$ cat src/hdl/h2r_pkg.sv
// ----------------------------------------------------------------------------
// h2r_pkg
// Shared widths, fixed-point constants and lookup tables for the HSL to RGB
// converter.
// ----------------------------------------------------------------------------
package h2r_pkg;

  localparam int FRAC_BITS = 16;

  localparam int HUE_W    = 9;
  localparam int PCT_W    = 7;
  localparam int CHAN_W   = 8;
  localparam int SEG_W    = 3;
  localparam int REM_W    = 6;
  localparam int TDATA_W  = 24;
  localparam int PCT_MAX  = 100;

  localparam int HUE_SEG_DEG = 45;
  localparam int HUE_SEGS    = 8;

  typedef logic [FRAC_BITS:0]   fx_t;
  typedef logic [FRAC_BITS-1:0] hk_t;
  typedef logic [FRAC_BITS-4:0] hfrac_t;

  localparam logic [HUE_W-1:0] HUE_TURN = HUE_W'(360);

  localparam fx_t FX_ONE        = fx_t'(64'd1 << FRAC_BITS);
  localparam fx_t FX_THIRD      = fx_t'((64'd1 << FRAC_BITS) / 3);
  localparam fx_t FX_TWO_THIRDS = fx_t'((64'd2 << FRAC_BITS) / 3);

  typedef enum logic [1:0] {
    RAMP_UP,
    RAMP_TOP,
    RAMP_DOWN,
    RAMP_LOW
  } ramp_e;

  typedef struct packed {
    logic ld_shape;
    logic ld_mul;
    logic ld_out;
  } chan_adv_t;

  typedef fx_t    pct_lut_t [2**PCT_W];
  typedef hfrac_t hue_lut_t [2**REM_W];

  function automatic pct_lut_t build_pct_lut();
    pct_lut_t lut;
    longint   v;
    for (int i = 0; i < 2**PCT_W; i++) begin
      v = (i > PCT_MAX) ? longint'(PCT_MAX) : longint'(i);
      lut[i] = fx_t'((v << FRAC_BITS) / PCT_MAX);
    end
    return lut;
  endfunction

  function automatic hue_lut_t build_hue_lut();
    hue_lut_t lut;
    for (int i = 0; i < 2**REM_W; i++) begin
      if (i < HUE_SEG_DEG) begin
        lut[i] = hfrac_t'((longint'(i) << (FRAC_BITS - SEG_W)) / HUE_SEG_DEG);
      end else begin
        lut[i] = '0;
      end
    end
    return lut;
  endfunction

  localparam pct_lut_t PCT_LUT = build_pct_lut();
  localparam hue_lut_t HUE_LUT = build_hue_lut();

endpackage

$ cat src/hdl/hsl_to_rgb_converter.sv
// ----------------------------------------------------------------------------
// hsl_to_rgb_converter
// Converts one HSL pixel (degrees, percent, percent) into one 8-bit RGB
// pixel with the piecewise q/p formula in unsigned fixed point.
//
//   channel   dir   tdata fields (low bit up)
//   s_axis    in    hue_deg[8:0] sat_pct[15:9] lum_pct[22:16] zero[23]
//   m_axis    out   red[7:0] green[15:8] blue[23:16]
//
// One pixel per clock while the output is not stalled; six register stages.
// The depth is set by the lookup, l*s product, q/p, ramp select, ramp
// product and scaling stages.
// Reset clears the stage valid bits only.
// A stalled stage holds; a stage takes new data when empty or when the
// stage after it moves, so bubbles close up under a stall.
// ----------------------------------------------------------------------------
module hsl_to_rgb_converter
  import h2r_pkg::*;
(
  input  logic               clk_i,
  input  logic               rst_ni,
  input  logic               s_axis_tvalid,
  output logic               s_axis_tready,
  input  logic [TDATA_W-1:0] s_axis_tdata,   // hue_deg, sat_pct, lum_pct
  output logic               m_axis_tvalid,
  input  logic               m_axis_tready,
  output logic [TDATA_W-1:0] m_axis_tdata    // red, green, blue
);

  localparam int NSTG = 6;
  localparam int WLS  = 2 * FRAC_BITS + 2;

  typedef struct packed {
    logic [SEG_W-1:0] seg;
    logic [REM_W-1:0] rem;
    fx_t              s;
    fx_t              l;
    logic             grey;
  } s1_t;

  typedef struct packed {
    hk_t  hk;
    fx_t  ls;
    fx_t  s;
    fx_t  l;
    logic grey;
  } s2_t;

  typedef struct packed {
    fx_t [2:0] t;
    fx_t       p;
    fx_t       q;
    logic      grey;
  } s3_t;

  logic [NSTG-1:0] vld_d, vld_q;
  logic [NSTG-1:0] rdy;

  s1_t s1_d, s1_q;
  s2_t s2_d, s2_q;
  s3_t s3_d, s3_q;

  logic [HUE_W-1:0] hue_in, hue_w;
  logic [PCT_W-1:0] sat_in, lum_in;
  logic [SEG_W-1:0] seg;
  logic [WLS-1:0]   ls_full;

  logic [FRAC_BITS+1:0]     q_sum;
  fx_t                      q;
  logic signed [FRAC_BITS+2:0] p_s;
  fx_t                      hk_x, t_r, t_b;

  chan_adv_t adv;
  logic [CHAN_W-1:0] red_c, green_c, blue_c;

  always_comb begin
    rdy[NSTG-1] = !vld_q[NSTG-1] || m_axis_tready;
    for (int k = NSTG - 2; k >= 0; k--) begin
      rdy[k] = !vld_q[k] || rdy[k+1];
    end
    vld_d[0] = rdy[0] ? s_axis_tvalid : vld_q[0];
    for (int k = 1; k < NSTG; k++) begin
      vld_d[k] = rdy[k] ? vld_q[k-1] : vld_q[k];
    end
  end

  assign s_axis_tready = rdy[0];
  assign m_axis_tvalid = vld_q[NSTG-1];

  always_ff @(posedge clk_i or negedge rst_ni) begin
    if (!rst_ni) begin
      vld_q <= '0;
    end else begin
      vld_q <= vld_d;
    end
  end

  always_comb begin
    hue_in = s_axis_tdata[HUE_W-1:0];
    sat_in = s_axis_tdata[HUE_W+PCT_W-1:HUE_W];
    lum_in = s_axis_tdata[HUE_W+2*PCT_W-1:HUE_W+PCT_W];
    hue_w = (hue_in >= HUE_TURN) ? hue_in - HUE_TURN : hue_in;
    seg = '0;
    for (int k = 1; k < HUE_SEGS; k++) begin
      if (hue_w >= HUE_W'(k * HUE_SEG_DEG)) begin
        seg = SEG_W'(k);
      end
    end
    s1_d.seg = seg;
    s1_d.rem = REM_W'(hue_w - HUE_W'(seg) * HUE_W'(HUE_SEG_DEG));
    s1_d.s = PCT_LUT[sat_in];
    s1_d.l = PCT_LUT[lum_in];
    s1_d.grey = (sat_in == '0);
  end

  always_comb begin
    ls_full = WLS'(s1_q.l) * WLS'(s1_q.s);
    s2_d.hk = {s1_q.seg, HUE_LUT[s1_q.rem]};
    s2_d.ls = ls_full[2*FRAC_BITS:FRAC_BITS];
    s2_d.s = s1_q.s;
    s2_d.l = s1_q.l;
    s2_d.grey = s1_q.grey;
  end

  always_comb begin
    if ({s2_q.l, 1'b0} < {1'b0, FX_ONE}) begin
      q_sum = (FRAC_BITS+2)'(s2_q.l) + (FRAC_BITS+2)'(s2_q.ls);
    end else begin
      q_sum = (FRAC_BITS+2)'(s2_q.l) + (FRAC_BITS+2)'(s2_q.s)
            - (FRAC_BITS+2)'(s2_q.ls);
    end
    q = q_sum[FRAC_BITS:0];
    p_s = $signed({1'b0, s2_q.l, 1'b0}) - $signed({2'b0, q});
    hk_x = fx_t'(s2_q.hk);
    t_r = hk_x + FX_THIRD;
    if (t_r > FX_ONE) begin
      t_r = t_r - FX_ONE;
    end
    t_b = (hk_x < FX_THIRD) ? hk_x + FX_ONE - FX_THIRD : hk_x - FX_THIRD;
    s3_d.t[0] = t_r;
    s3_d.t[1] = hk_x;
    s3_d.t[2] = t_b;
    s3_d.q = q;
    if (s2_q.grey) begin
      s3_d.p = s2_q.l;
    end else if (p_s[FRAC_BITS+2]) begin
      s3_d.p = '0;
    end else begin
      s3_d.p = p_s[FRAC_BITS:0];
    end
    s3_d.grey = s2_q.grey;
  end

  always_ff @(posedge clk_i) begin
    if (rdy[0] && s_axis_tvalid) begin
      s1_q <= s1_d;
    end
    if (rdy[1] && vld_q[0]) begin
      s2_q <= s2_d;
    end
    if (rdy[2] && vld_q[1]) begin
      s3_q <= s3_d;
    end
  end

  always_comb begin
    adv.ld_shape = rdy[3] && vld_q[2];
    adv.ld_mul = rdy[4] && vld_q[3];
    adv.ld_out = rdy[5] && vld_q[4];
  end

  h2r_chan u_red (
    .clk_i  (clk_i),
    .adv_i  (adv),
    .grey_i (s3_q.grey),
    .p_i    (s3_q.p),
    .q_i    (s3_q.q),
    .t_i    (s3_q.t[0]),
    .chan_o (red_c)
  );

  h2r_chan u_green (
    .clk_i  (clk_i),
    .adv_i  (adv),
    .grey_i (s3_q.grey),
    .p_i    (s3_q.p),
    .q_i    (s3_q.q),
    .t_i    (s3_q.t[1]),
    .chan_o (green_c)
  );

  h2r_chan u_blue (
    .clk_i  (clk_i),
    .adv_i  (adv),
    .grey_i (s3_q.grey),
    .p_i    (s3_q.p),
    .q_i    (s3_q.q),
    .t_i    (s3_q.t[2]),
    .chan_o (blue_c)
  );

  assign m_axis_tdata = {blue_c, green_c, red_c};

  a_accept_fills_first: assert property (
    @(posedge clk_i) disable iff (!rst_ni)
    s_axis_tvalid && s_axis_tready |=> vld_q[0]
  ) else $error("accepted request did not enter the first stage");

  a_qp_order: assert property (
    @(posedge clk_i) disable iff (!rst_ni)
    vld_q[2] && !s3_q.grey |-> s3_q.q >= s3_q.p && s3_q.q <= FX_ONE
  ) else $error("q/p terms out of order or above one");

  a_stage3_hold: assert property (
    @(posedge clk_i) disable iff (!rst_ni)
    vld_q[2] && !rdy[2] |=> vld_q[2] && $stable(s3_q)
  ) else $error("stalled stage three lost or changed its request");

endmodule

$ cat src/hdl/h2r_chan.sv
// ----------------------------------------------------------------------------
// h2r_chan
// One color channel: ramp selection, ramp product, level pick and scaling
// to an 8-bit value, over three register stages.
// ----------------------------------------------------------------------------
module h2r_chan
  import h2r_pkg::*;
(
  input  logic              clk_i,
  input  chan_adv_t         adv_i,
  input  logic              grey_i,
  input  fx_t               p_i,
  input  fx_t               q_i,
  input  fx_t               t_i,
  output logic [CHAN_W-1:0] chan_o
);

  localparam int W6 = FRAC_BITS + 4;
  localparam int WP = 2 * FRAC_BITS + 2;
  localparam int WL = FRAC_BITS + 2;
  localparam int WS = WL + CHAN_W;

  typedef struct packed {
    ramp_e shape;
    fx_t   d;
    fx_t   m;
    fx_t   p;
    fx_t   q;
  } shape_t;

  typedef struct packed {
    ramp_e shape;
    fx_t   prod;
    fx_t   p;
    fx_t   q;
  } mul_t;

  shape_t            sh_d, sh_q;
  mul_t              mu_d, mu_q;
  logic [CHAN_W-1:0] out_d, out_q;

  logic [W6-1:0]        t6, r6;
  logic [W6-1:0]        t2, t3;
  logic signed [WL-1:0] r_s;
  fx_t                  r;
  logic [WP-1:0]        prod_full;
  logic [WL-1:0]        level;
  logic [WS-1:0]        scaled;
  logic [WS-FRAC_BITS-1:0] chan_w;

  always_comb begin
    t6 = (W6'(t_i) << 2) + (W6'(t_i) << 1);
    t2 = W6'(t_i) << 1;
    t3 = W6'(t_i) + (W6'(t_i) << 1);
    r_s = $signed({1'b0, FX_TWO_THIRDS}) - $signed({1'b0, t_i});
    r = r_s[WL-1] ? '0 : r_s[FRAC_BITS:0];
    r6 = (W6'(r) << 2) + (W6'(r) << 1);
    sh_d.d = q_i - p_i;
    sh_d.p = p_i;
    sh_d.q = q_i;
    sh_d.m = '0;
    if (grey_i) begin
      sh_d.shape = RAMP_LOW;
    end else if (t6 < W6'(FX_ONE)) begin
      sh_d.shape = RAMP_UP;
      sh_d.m = t6[FRAC_BITS:0];
    end else if (t2 < W6'(FX_ONE)) begin
      sh_d.shape = RAMP_TOP;
    end else if (t3 < (W6'(FX_ONE) << 1)) begin
      sh_d.shape = RAMP_DOWN;
      sh_d.m = r6[FRAC_BITS:0];
    end else begin
      sh_d.shape = RAMP_LOW;
    end
  end

  always_comb begin
    prod_full = WP'(sh_q.d) * WP'(sh_q.m);
    mu_d.shape = sh_q.shape;
    mu_d.prod = prod_full[2*FRAC_BITS:FRAC_BITS];
    mu_d.p = sh_q.p;
    mu_d.q = sh_q.q;
  end

  always_comb begin
    case (mu_q.shape)
      RAMP_UP, RAMP_DOWN: level = WL'(mu_q.p) + WL'(mu_q.prod);
      RAMP_TOP:           level = WL'(mu_q.q);
      RAMP_LOW:           level = WL'(mu_q.p);
      default:            level = WL'(mu_q.p);
    endcase
    scaled = (WS'(level) << CHAN_W) - WS'(level);
    chan_w = scaled[WS-1:FRAC_BITS];
    out_d = (chan_w > (WS-FRAC_BITS)'(2**CHAN_W - 1)) ? '1 : chan_w[CHAN_W-1:0];
  end

  always_ff @(posedge clk_i) begin
    if (adv_i.ld_shape) begin
      sh_q <= sh_d;
    end
    if (adv_i.ld_mul) begin
      mu_q <= mu_d;
    end
    if (adv_i.ld_out) begin
      out_q <= out_d;
    end
  end

  assign chan_o = out_q;

endmodule

$ cat config.mk
export PLATFORM = sky130hd
export DESIGN_NAME = hsl_to_rgb_converter
export DESIGN_NICKNAME = d
export VERILOG_FILES = /design/src/hdl/h2r_pkg.sv /design/src/hdl/hsl_to_rgb_converter.sv /design/src/hdl/h2r_chan.sv
export SDC_FILE = /design/constraint.sdc
export NUM_CORES = 2
export LEC_CHECK = 0
export BUFFER_PORTS_ARGS = -buffer_cell sky130_fd_sc_hd__buf_2
export CAP_MARGIN = 10
export CELL_PAD_IN_SITES_DETAIL_PLACEMENT = 0
export CELL_PAD_IN_SITES_GLOBAL_PLACEMENT = 2
export CORE_MARGIN = 3
export CORE_UTILIZATION = 40
export CTS_CLUSTER_SIZE = 12
export DETAILED_ROUTE_END_ITERATION = 10
export PLACE_DENSITY = 0.89
export SYNTH_ARGS = -nofsm -noshare
export SYNTH_HDL_FRONTEND = slang
export SYNTH_SLANG_ARGS = --single-unit
$ cat constraint.sdc
create_clock -name clk_i -period 9.1 [get_ports clk_i]
set_input_delay 0.91 -clock clk_i [delete_from_list [all_inputs] [get_ports clk_i]]
set_output_delay 0.91 -clock clk_i [all_outputs]
set_load 0.01 [all_outputs]
Word-level counts from Yosys, hierarchy flattened
Memory sizes are Yosys's and may differ from the RTL's. A register that Yosys moved wholly into a read port is not among the register bits.
Cells that the tools add are included.
Word-level totals
  memory bits (read-only): 5184
  logic and storage cells: 178
  register bits: 392
  output and inout port bits: 26
  memories kept: 3
Cells by class
  mux-type cells: 39
  $add $sub $neg: 30
  magnitude comparators: 24
  equality and inequality tests: 9
  reductions and logical operators: 25
  bitwise gates (word level): 3
  multipliers: 5
Memory list
  (name not given): depth 128, width 17, rd ports 1, clocked after memory_dff 1, wr ports 0, RTL line hsl_to_rgb_converter.sv:112  | s1_d.l = PCT_LUT[lum_in];
  (name not given): depth 128, width 17, rd ports 1, clocked after memory_dff 1, wr ports 0, RTL line hsl_to_rgb_converter.sv:111  | s1_d.s = PCT_LUT[sat_in];
  (name not given): depth 64, width 13, rd ports 1, clocked after memory_dff 1, wr ports 0, RTL line hsl_to_rgb_converter.sv:118  | s2_d.hk = {s1_q.seg, HUE_LUT[s1_q.rem]};
Operator list (count)
  $mux W17: 14
  $pmux W18 S3: 3
  $mul A17 B17 Y33: 4
  $add A17 B17 Y17: 5
  $sub A26 B18 Y26: 3
  $lt A20 B17 Y1 const B: 3
  $lt A20 B18 Y1 const B: 3
  $add A17 B17 Y18: 3
  $lt A18 B17 Y1 const B: 3
  $mux W16: 3
  $add A19 B18 Y20: 2
  $add A17 B18 Y19: 2
  $sub A16 B17 Y18 const A: 2
  $sub A17 B17 Y17: 2
  $gt A10 B8 Y1 const B: 3
  $ge A9 B8 Y1 const B: 3
  $ge A9 B9 Y1 const B: 3
  $mux W13: 2
  $add A18 B17 Y19: 1
  $sub A18 B17 Y19: 1
  $add A16 B17 Y18: 1
  $mux W3: 6
  $add A16 B15 Y17 const B: 1
  $add A16 B17 Y17 const B: 1
  26 further kinds: 61

Logic depth before layout (Yosys ltp)
  word-level depth: 12
  depth in mapped cells: 25

Hierarchy
From an unflattened synthesis, not the netlist that was laid out.
Unflattened totals
  cells, all modules: 8035
  area, all modules: 76143.0 µm²
By module, submodules not included
  hsl_to_rgb_converter: cells each 2702, area an instance 24282.0 µm², instances 1
  h2r_chan (u_blue): cells each 1798, area an instance 17382.9 µm², instances 1
  h2r_chan (u_green): cells each 1796, area an instance 17377.9 µm², instances 1
  h2r_chan (u_red): cells each 1739, area an instance 17100.2 µm², instances 1

Least setup slack after synthesis
OpenSTA, ideal clock, no wires.
  path type: input port to flip-flop
  start point: in m_axis_tready
  end point: reg u_blue.mu_q[34] in the netlist's numbering, enable pin
  cell stages on the path: 2
  data required time: 8.420 ns
  arrival time: 7.607 ns
  slack: 0.814 ns
  path buffers: 0
  setup time: 0.680 ns
  cell sequence: nor2b_1 a21boi_0
RTL lines
  start, declared: RTL line hsl_to_rgb_converter.sv:26  | input logic m_axis_tready,
  end signal, assigned: RTL line h2r_chan.sv:102  | mu_q <= mu_d;
  end, declared: RTL line h2r_chan.sv:39  | mul_t mu_d, mu_q;

==> out/qor.yml <==
outcome:
  status: "completed"
synth:
  avgSynthCellArea_sq_um: 8.987
  yosysUniqueCellTypes: 102
  yosys_warnings: 0
  synth_area_leaders: "fa_1, edfxtp_1, ha_1"
  ys.flop_type: "edfxtp_1"
  synth_edf_count: 415
  async_reset_ff_share_pct: 1.425
  synth_seq_cells: 421
  yosysTopAreaCell: "fa_1"
  synth_cells: 7747
  yosysSeqAreaShare_pct: 18.12
  syn-num-nets: 9444
  netlist_area_sq_um: 69620
  synth.top_cell.area_share_pct: 25.02
placement:
  hpwl_mm: 135.6
  io_buffers: 52
  place_congestion: 0.8569
global_route:
  grt_overflow: 0
  grt_max_degree: 79
  first_global_vias: 54490
  antenna_found_initial: 2
  grt_pass1_wl_mm: 290.2
  grt_use_total_pct: 19.94
sta:
  slew_headroom_pct: 27.94
  fmax_ghz: 0.1355
  fin_skew_ns: 0.06926
  min_period_over_period_pct: 81.10
  final_hold_viol_count: 0
  finalCriticalPeriod_ns: 7.380
  tightest_slew_ns: 1.081
  setup_viol: 0
  rsz0062_at_grt: "no"
  finalSetupTns_ns: 0
  final_max_slew_viol_count: 0
detailed_routing:
  drc: 0
  vias: 52460
  drtIter0Drc: 2743
  antenna_left: 0
  drt_wl_total_mm: 176.9
  dr.pass1.iters: 6
  drt-vias-per-instance: 5.278
  wl_per_cell_microns: 17.80
clock_tree:
  cts.hold.buffers_added: 1
  cts_tree: "yes"
  cts_setup_buffers: 0
  cts_buffer_depth: 3
  postCtsResizedCells: 0
  clock_latency_ns: 0.70
  path_clk_slew_ns: 0.06
  cts_root_buf: "clkbuf_16"
  cts_sinks: 421
  htreeDepth: 2
  cts_inserted_buffers: 52
setup_path:
  startpoint_type: "flop"
  critPathKind: "reg -> reg"
  r2r-start: "u_green.sh_q[59]$_DFFE_PP_"
  crit_arrival_ns: 7.80
  cp.required_ns: 9.52
  critical_path.endpoint_type: "flop"
  cp_max_fo: 14
  cp-startpoint: "u_green.sh_q[59]$_DFFE_PP_"
floorplan:
  die_w_microns: 423.2
  ios: 54
  die_area_sq_um: 179100
  fp-row-count: 152
  core_sq_um: 172300
  initial_core_util_pct: 40.41
  die_h_microns: 423.2
worst_hold_path:
  worstHoldStart: "s_axis_tvalid"
  worstHoldPathType: "in -> reg"
layout:
  final_nets: 9282
  area_delta_synth_final_pct: 6.337
  fillCellCount: 17040
  drive_gt1_share_pct: 3.724
job:
  drv_cap: 0
-- routing by layer --
layer / part of all wire [%] / vias to the layer above / global-route usage [%]
met3: 4.3 / 241 / 2.075
met2: 49 / 1123 / 35.04
li1: - / 25010 / -
met4: 2.4 / 0 / 4.893
met5: 0 / - / 0
met1: 44 / 26080 / 26.26
-- Yosys cell counts, types with 30 or more instances --
library cell  count
xor2_1           68
o211ai_1         57
a21oi_1         349
xnor2_1         223
a211oi_1         60
nor2b_1          52
clkbuf_1        308
edfxtp_1        415
o31ai_1          43
ha_1            799
mux2i_1          51
and3_1           42
o21ai_1          30
fa_1            870
o21ai_0         248
nor3_1          111
inv_1          1333
nand2b_1         74
a31oi_1          47
nand3_1         104
a21o_1           95
nor2_1          391
and2_1          541
o21a_1           73
nand2_1         833
or3_1            30
-- final timing paths --
kind	end	slack, ns	cells past startpoint
min reg2reg	u_green.mu_q[10]$_DFFE_PP_	0.42	0
max reg2reg	u_blue.mu_q[49]$_DFFE_PP_	1.72	20
max	u_blue.mu_q[49]$_DFFE_PP_	1.72	20
min in group asynchronous	vld_q[5]$_DFFE_PN0P_	0.57	2
max in group asynchronous	vld_q[1]$_DFFE_PN0P_	8.37	2
min	vld_q[0]$_DFFE_PN0N_	0.41	2
-- through the flow --
step                      instance area, sq um  setup WS, ns  std cells  hold slack [ns]  util, %
after detailed placement                 72100         1.724       9840           0.4045    41.84
after global routing                     74030         1.374       9938           0.3885    42.97
final                                    74030         1.720       9938           0.4129    42.97
after global placement                   72100         1.808       9840           0.4049    41.84
after CTS                                74030         1.711       9937           0.3505    42.96
after floorplan                          69620        0.8138       7747           0.4003        -
-- flip-flops by register name, summed over array words and instances (netlist names) --
signal and cells:
s3_q 84, u_green.mu_q 53, u_red.sh_q 16, u_red.chan_o 8
s1_q 44, u_green.mu_d 36, u_red.mu_d 2, s2_q 52
u_blue.chan_o 8, hk_x 15, u_green.chan_o 8, u_blue.sh_q 16
u_red.mu_q 19, vld_q 6, u_green.sh_q 33, u_blue.mu_q 19
u_blue.mu_d 2
-- placed cells by master (no fill, tap or decap), types with 15 or more instances in the layout --
master,synthesis,routed
nor3_1,111,111
a22o_1,15,15
nor2b_1,52,51
and2_1,541,538
clkbuf_16,0,52
o21bai_1,28,28
o21ai_0,248,248
nor4_1,15,15
a21o_1,95,95
or3_1,30,30
nand2_1,833,833
a211o_1,17,17
o31ai_1,43,43
xnor2_1,223,223
a31oi_1,47,46
xor2_1,68,68
mux2i_1,51,51
nand4_1,28,28
o211ai_1,57,57
a211oi_1,60,60
o21a_1,73,73
fa_1,870,870
edfxtp_1,415,415
a21oi_1,349,349
buf_4,0,71
o21ai_1,30,30
and3_1,42,42
inv_1,1333,1333
a2bb2oi_1,28,28
nand3_1,104,104
nand2b_1,74,74
o22ai_1,16,16
ha_1,799,799
buf_2,11,52
nor3b_1,17,17
nor2_1,391,391
a221oi_1,19,19
o2111ai_1,15,15
-- critical path, stage by stage (launching register included) --
cell,delay [ns]
edfxtp_1,0.99
buf_4,0.32
nand2_1,0.08
fa_1,0.49
fa_1,0.58
fa_1,0.45
fa_1,0.54
inv_1,0.05
fa_1,0.48
inv_1,0.05
fa_1,0.48
inv_1,0.04
ha_1,0.30
nand2_1,0.05
o22a_1,0.24
o31ai_1,0.79
a21oi_1,0.30
a211oi_1,0.52
o21a_1,0.20
nor2_1,0.05
xnor2_1,0.11
-- cells by family after synthesis --
logic type	after synthesis	synth area share [%]
AO/OA/AOI/OAI	1290	12.12
XOR/XNOR	293	3.725
adder cells (fa/ha/maj)	1669	39.38
buffers and inverters	1681	9.104
flip-flops	421	18.12
multiplexers	74	1.240
AND/OR/NAND/NOR	2319	16.32
-- layout make-up --
cell class	instances	area (sq um)	share of cell area (%)
Clock inverter	34	551.8	0.7453
Antenna cell	1	2.502	0.003380
Clock buffer	62	1369	1.849
Timing Repair Buffer	128	883.3	1.193
Tap cell	2310	2890	3.904
Sequential cell	421	12610	17.04
Multi-Input combinational cell	5645	50710	68.49
Inverter	1337	5019	6.779
Power is left out: the tool's default activity adds up to more than one toggle a clock period on the data nets, which glitch-free logic cannot reach.
